### config.mk
export PLATFORM = sky130hd
export DESIGN_NAME = sha512_round
export DESIGN_NICKNAME = d
export VERILOG_FILES = /design/src/sv/sha512_pkg.sv /design/src/sv/sha512_round.sv
export SDC_FILE = /design/constraint.sdc
export NUM_CORES = 2
export LEC_CHECK = 0
export BUFFER_PORTS_ARGS = -buffer_cell sky130_fd_sc_hd__buf_2
export CORE_AREA = 2 2 555 557
export DETAILED_ROUTE_END_ITERATION = 7
export DIE_AREA = 0 0 557 559
export GPL_ROUTABILITY_DRIVEN = 0
export PLACE_DENSITY = 0.3
export SYNTH_ARGS = -nofsm -noshare
export SYNTH_HDL_FRONTEND = slang
export SYNTH_SLANG_ARGS = --single-unit
### constraint.sdc
create_clock -name vclk -period 10.66
set_input_delay 0 -clock vclk [all_inputs]
set_output_delay 0 -clock vclk [all_outputs]
set_load 0.005 [all_outputs]
### src/sv/sha512_pkg.sv
// Shared types, constants and functions for the SHA-512 message hasher.
// No dependencies; sha512_in_if, sha512_message_hasher and sha512_round use it.
`default_nettype none

package sha512_pkg;

    typedef logic [63:0] word_t;
    typedef logic [7:0][63:0] hash_set_t;
    typedef logic [15:0][63:0] sched_t;

    typedef enum logic [1:0] {
        OP_ABSORB     = 2'd0,
        OP_ABSORB_FIN = 2'd1,
        OP_FINISH     = 2'd2
    } op_t;

    typedef enum logic [2:0] {
        ST_IDLE,
        ST_PAD,
        ST_ROUND,
        ST_FOLD,
        ST_OUT
    } state_t;

    localparam logic [7:0] PAD_BYTE    = 8'h80;
    localparam logic [6:0] LENGTH_AT   = 7'd112;
    localparam logic [6:0] LEN_LOW_AT  = 7'd120;
    localparam logic [6:0] LAST_BYTE   = 7'd127;
    localparam logic [6:0] LAST_ROUND  = 7'd79;

    localparam hash_set_t START_HASH = {
        64'h5be0cd19137e2179, 64'h1f83d9abfb41bd6b,
        64'h9b05688c2b3e6c1f, 64'h510e527fade682d1,
        64'ha54ff53a5f1d36f1, 64'h3c6ef372fe94f82b,
        64'hbb67ae8584caa73b, 64'h6a09e667f3bcc908
    };

    function automatic word_t rotr(input word_t x, input int n);
        rotr = (x >> n) | (x << (64 - n));
    endfunction

    function automatic word_t round_k(input logic [6:0] t);
        case (t)
            7'd0:  round_k = 64'h428a2f98d728ae22;
            7'd1:  round_k = 64'h7137449123ef65cd;
            7'd2:  round_k = 64'hb5c0fbcfec4d3b2f;
            7'd3:  round_k = 64'he9b5dba58189dbbc;
            7'd4:  round_k = 64'h3956c25bf348b538;
            7'd5:  round_k = 64'h59f111f1b605d019;
            7'd6:  round_k = 64'h923f82a4af194f9b;
            7'd7:  round_k = 64'hab1c5ed5da6d8118;
            7'd8:  round_k = 64'hd807aa98a3030242;
            7'd9:  round_k = 64'h12835b0145706fbe;
            7'd10: round_k = 64'h243185be4ee4b28c;
            7'd11: round_k = 64'h550c7dc3d5ffb4e2;
            7'd12: round_k = 64'h72be5d74f27b896f;
            7'd13: round_k = 64'h80deb1fe3b1696b1;
            7'd14: round_k = 64'h9bdc06a725c71235;
            7'd15: round_k = 64'hc19bf174cf692694;
            7'd16: round_k = 64'he49b69c19ef14ad2;
            7'd17: round_k = 64'hefbe4786384f25e3;
            7'd18: round_k = 64'h0fc19dc68b8cd5b5;
            7'd19: round_k = 64'h240ca1cc77ac9c65;
            7'd20: round_k = 64'h2de92c6f592b0275;
            7'd21: round_k = 64'h4a7484aa6ea6e483;
            7'd22: round_k = 64'h5cb0a9dcbd41fbd4;
            7'd23: round_k = 64'h76f988da831153b5;
            7'd24: round_k = 64'h983e5152ee66dfab;
            7'd25: round_k = 64'ha831c66d2db43210;
            7'd26: round_k = 64'hb00327c898fb213f;
            7'd27: round_k = 64'hbf597fc7beef0ee4;
            7'd28: round_k = 64'hc6e00bf33da88fc2;
            7'd29: round_k = 64'hd5a79147930aa725;
            7'd30: round_k = 64'h06ca6351e003826f;
            7'd31: round_k = 64'h142929670a0e6e70;
            7'd32: round_k = 64'h27b70a8546d22ffc;
            7'd33: round_k = 64'h2e1b21385c26c926;
            7'd34: round_k = 64'h4d2c6dfc5ac42aed;
            7'd35: round_k = 64'h53380d139d95b3df;
            7'd36: round_k = 64'h650a73548baf63de;
            7'd37: round_k = 64'h766a0abb3c77b2a8;
            7'd38: round_k = 64'h81c2c92e47edaee6;
            7'd39: round_k = 64'h92722c851482353b;
            7'd40: round_k = 64'ha2bfe8a14cf10364;
            7'd41: round_k = 64'ha81a664bbc423001;
            7'd42: round_k = 64'hc24b8b70d0f89791;
            7'd43: round_k = 64'hc76c51a30654be30;
            7'd44: round_k = 64'hd192e819d6ef5218;
            7'd45: round_k = 64'hd69906245565a910;
            7'd46: round_k = 64'hf40e35855771202a;
            7'd47: round_k = 64'h106aa07032bbd1b8;
            7'd48: round_k = 64'h19a4c116b8d2d0c8;
            7'd49: round_k = 64'h1e376c085141ab53;
            7'd50: round_k = 64'h2748774cdf8eeb99;
            7'd51: round_k = 64'h34b0bcb5e19b48a8;
            7'd52: round_k = 64'h391c0cb3c5c95a63;
            7'd53: round_k = 64'h4ed8aa4ae3418acb;
            7'd54: round_k = 64'h5b9cca4f7763e373;
            7'd55: round_k = 64'h682e6ff3d6b2b8a3;
            7'd56: round_k = 64'h748f82ee5defb2fc;
            7'd57: round_k = 64'h78a5636f43172f60;
            7'd58: round_k = 64'h84c87814a1f0ab72;
            7'd59: round_k = 64'h8cc702081a6439ec;
            7'd60: round_k = 64'h90befffa23631e28;
            7'd61: round_k = 64'ha4506cebde82bde9;
            7'd62: round_k = 64'hbef9a3f7b2c67915;
            7'd63: round_k = 64'hc67178f2e372532b;
            7'd64: round_k = 64'hca273eceea26619c;
            7'd65: round_k = 64'hd186b8c721c0c207;
            7'd66: round_k = 64'heada7dd6cde0eb1e;
            7'd67: round_k = 64'hf57d4f7fee6ed178;
            7'd68: round_k = 64'h06f067aa72176fba;
            7'd69: round_k = 64'h0a637dc5a2c898a6;
            7'd70: round_k = 64'h113f9804bef90dae;
            7'd71: round_k = 64'h1b710b35131c471b;
            7'd72: round_k = 64'h28db77f523047d84;
            7'd73: round_k = 64'h32caab7b40c72493;
            7'd74: round_k = 64'h3c9ebe0a15c9bebc;
            7'd75: round_k = 64'h431d67c49c100d4c;
            7'd76: round_k = 64'h4cc5d4becb3e42b6;
            7'd77: round_k = 64'h597f299cfc657e2a;
            7'd78: round_k = 64'h5fcb6fab3ad6faec;
            7'd79: round_k = 64'h6c44198c4a475817;
            default: round_k = 64'h0;
        endcase
    endfunction

endpackage

`default_nettype wire

### src/sv/sha512_round.sv
// One SHA-512 round plus one message schedule step, purely combinational.
// Depends on sha512_pkg for word types and rotate helper.
`default_nettype none

module sha512_round (
    input  sha512_pkg::hash_set_t wv,
    input  sha512_pkg::word_t     w_t,
    input  sha512_pkg::word_t     w_1,
    input  sha512_pkg::word_t     w_9,
    input  sha512_pkg::word_t     w_14,
    input  sha512_pkg::word_t     k_t,
    output sha512_pkg::hash_set_t wv_new,
    output sha512_pkg::word_t     w_new
);
    import sha512_pkg::*;

    word_t a, b, c, d, e, f, g, h;
    word_t big_s0, big_s1, ch, maj, t1, t2, sig0, sig1;

    always_comb
    begin
        a = wv[0]; b = wv[1]; c = wv[2]; d = wv[3];
        e = wv[4]; f = wv[5]; g = wv[6]; h = wv[7];
        big_s1 = rotr(e, 14) ^ rotr(e, 18) ^ rotr(e, 41);
        big_s0 = rotr(a, 28) ^ rotr(a, 34) ^ rotr(a, 39);
        ch     = (e & f) ^ (~e & g);
        maj    = (a & b) ^ (a & c) ^ (b & c);
        t1     = h + big_s1 + ch + k_t + w_t;
        t2     = big_s0 + maj;
        wv_new[7] = g;
        wv_new[6] = f;
        wv_new[5] = e;
        wv_new[4] = d + t1;
        wv_new[3] = c;
        wv_new[2] = b;
        wv_new[1] = a;
        wv_new[0] = t1 + t2;
        // The window holds w[t..t+15]; this produces w[t+16].
        sig1  = rotr(w_14, 19) ^ rotr(w_14, 61) ^ (w_14 >> 6);
        sig0  = rotr(w_1, 1) ^ rotr(w_1, 8) ^ (w_1 >> 7);
        w_new = sig1 + w_9 + sig0 + w_t;
    end

endmodule

`default_nettype wire
==> impl_metrics.tcl <==
set metrics [dict create \
    die_y_um 559 \
    dp_cells 9253 \
    period_share_pct 89.6 \
    drt_iter0_drc 1913 \
    relSlewSlack_pct 17.9 \
    initial_core_util_pct 10.9 \
    synthToLayoutAreaGrowth_pct 28.4 \
    synth_top_area_share_pct 22.9 \
    drc_errors 0 \
    dpl_worst_slack_ns 0.758 \
    post_cts_buffers 0 \
    maxCapViolations 0 \
    synth_area_um2 33100 \
    fmax_ghz 0.105 \
    nFillCells 35400 \
    first_global_vias 36300 \
    final_nets 6618 \
    die-area_um2 311000 \
    gr-usage-all-layers_pct 19.3 \
    routedWlPerCell_um 33.7 \
    drtPass1Iterations 5 \
    coreArea_um2 305000 \
    whs_path_depth 2 \
    nClkBuffers 0 \
    seq_area_frac_synth_pct 0 \
    ys_types 84 \
    vias_per_cell 3.67 \
    yosysWarnings 0 \
    cpMostUsedCell "xnor2_1" \
    slew_viol_final 0 \
    outcome "finished clean" \
    grt_max_degree 10 \
    hp-class "input port to output port" \
    rsz0062_at_grt "no" \
    cts.hold.buffers_added 0 \
    holdWs_ns 0.185 \
    post_cts_resized 0 \
    syn-num-nets 5655 \
    yosysTopAreaCell "fa_1" \
    cp_slowest_cell "xnor2_1" \
    cp_max_fo 8 \
    gr-total-overflow 0 \
    synth_area_per_cell_um2 7.90 \
    crit_type "input port to output port" \
    io_pins 1408 \
    finalHoldViolCount 0 \
    seqCellArea_um2 0 \
    worst_pin_slew_ns 1.22 \
    layout.cells.most_common_list "buf_2 (1,408), inv_1 (740), xnor2_1 (502), fa_1 (379), a21oi_1 (292)" \
    vias 34100 \
    design.seq.count 0 \
    critPathMaxStageDelay_ns 0.95 \
    routed_wirelength_um 313000 \
    row_count 203 \
    worst_setup_path_end_kind "output port" \
    grt_pass1_wl_um 388000 \
    cp.required_ns 10.66 \
    setup_tns_ns 0 \
    mostFrequentLayoutCell "buf_2" \
    dp_hpwl_um 295000 \
    start_kind "input port" \
    fp.dieW_um 557 \
    synth_area_leaders "fa_1 (23%), xnor2_1 (13%), ha_1 (9.5%), buf_4 (8.7%), inv_1 (8.4%)" \
    worstPathArrival_ns 9.56 \
    fin_ws_ns 1.10 \
    io_buffers 1408 \
    drive_above_1_share_pct 29.5 \
    syn_inst 4192 \
    antenna_found_initial 161 \
    layout.cells.non_filler 9304 \
    setup_viol 0 \
    final_antenna_net_count 0 \
    fin_crit_ns 9.56 \
]
==> cells in the mapped netlist, types with 32 or more instances <==
cell and n:
maj3_1 43, nand4_1 56, buf_4 384, clkbuf_1 99, ha_1 252, nor3_1 32, o21bai_1 49, nand2_1 168
inv_1 740, xnor2_1 510, nand3_1 45, a21oi_1 292, o21ai_0 145, mux2i_1 43, nor2_1 134, o21a_1 32
a21o_1 191, fa_1 379, xor2_1 244
==> cell families after synthesis <==
logic type	Yosys count	synth area share [%]
buffers and inverters	1234	18.4
AOI/OAI and AO/OA	895	17.6
xor gates and xnor gates	754	19.9
adders and majority gates	674	33.7
and+or+nand+nor	570	8.32
muxes	65	2.05
==> metal layers <==
| metal | vias up | global-route usage, % | share of wire, % |
|---|---|---|---|
| met5 | - | 0.0772 | 0.14 |
| li1 | 15200 | - | - |
| met2 | 1757 | 35.4 | 50 |
| met4 | 54 | 8.11 | 5.4 |
| met3 | 434 | 5.77 | 8.0 |
| met1 | 16700 | 20.2 | 36 |
==> metrics by stage <==
stage               utilization [%]  cell area [um2]
floorplan                         -            33100
global placement               13.9            42400
detailed placement             13.9            42400
CTS                            13.9            42400
global route                   13.9            42400
finish                         13.9            42500
==> layout make-up <==
class                           instances  area (um2)  share of cell area (%)
Timing Repair Buffer                 1455        7400                    17.4
Multi-Input combinational cell       2958       27100                    63.7
Inverter                              740        2780                    6.53
Tap cell                             4100        5130                    12.1
Antenna cell                           51         128                   0.300
==> critical path: cells and delay by family <==
kind | cells | cell delay, ns
adder cells (fa/ha/maj) | 5 | 2.23
AND/OR/NAND/NOR | 10 | 1.87
XOR/XNOR | 4 | 1.90
AO/OA/AOI/OAI | 9 | 2.77
buffers and inverters | 5 | 0.75
==> worst paths after layout <==
check	startpoint	endpoint	slack (ns)
setup / recovery	wv[286]	wv_new[62]	1.10
hold / removal	wv[157]	wv_new[221]	0.19
Power is left out: the tool's default activity adds up to more than one toggle a clock period on the data nets, which glitch-free logic cannot reach.
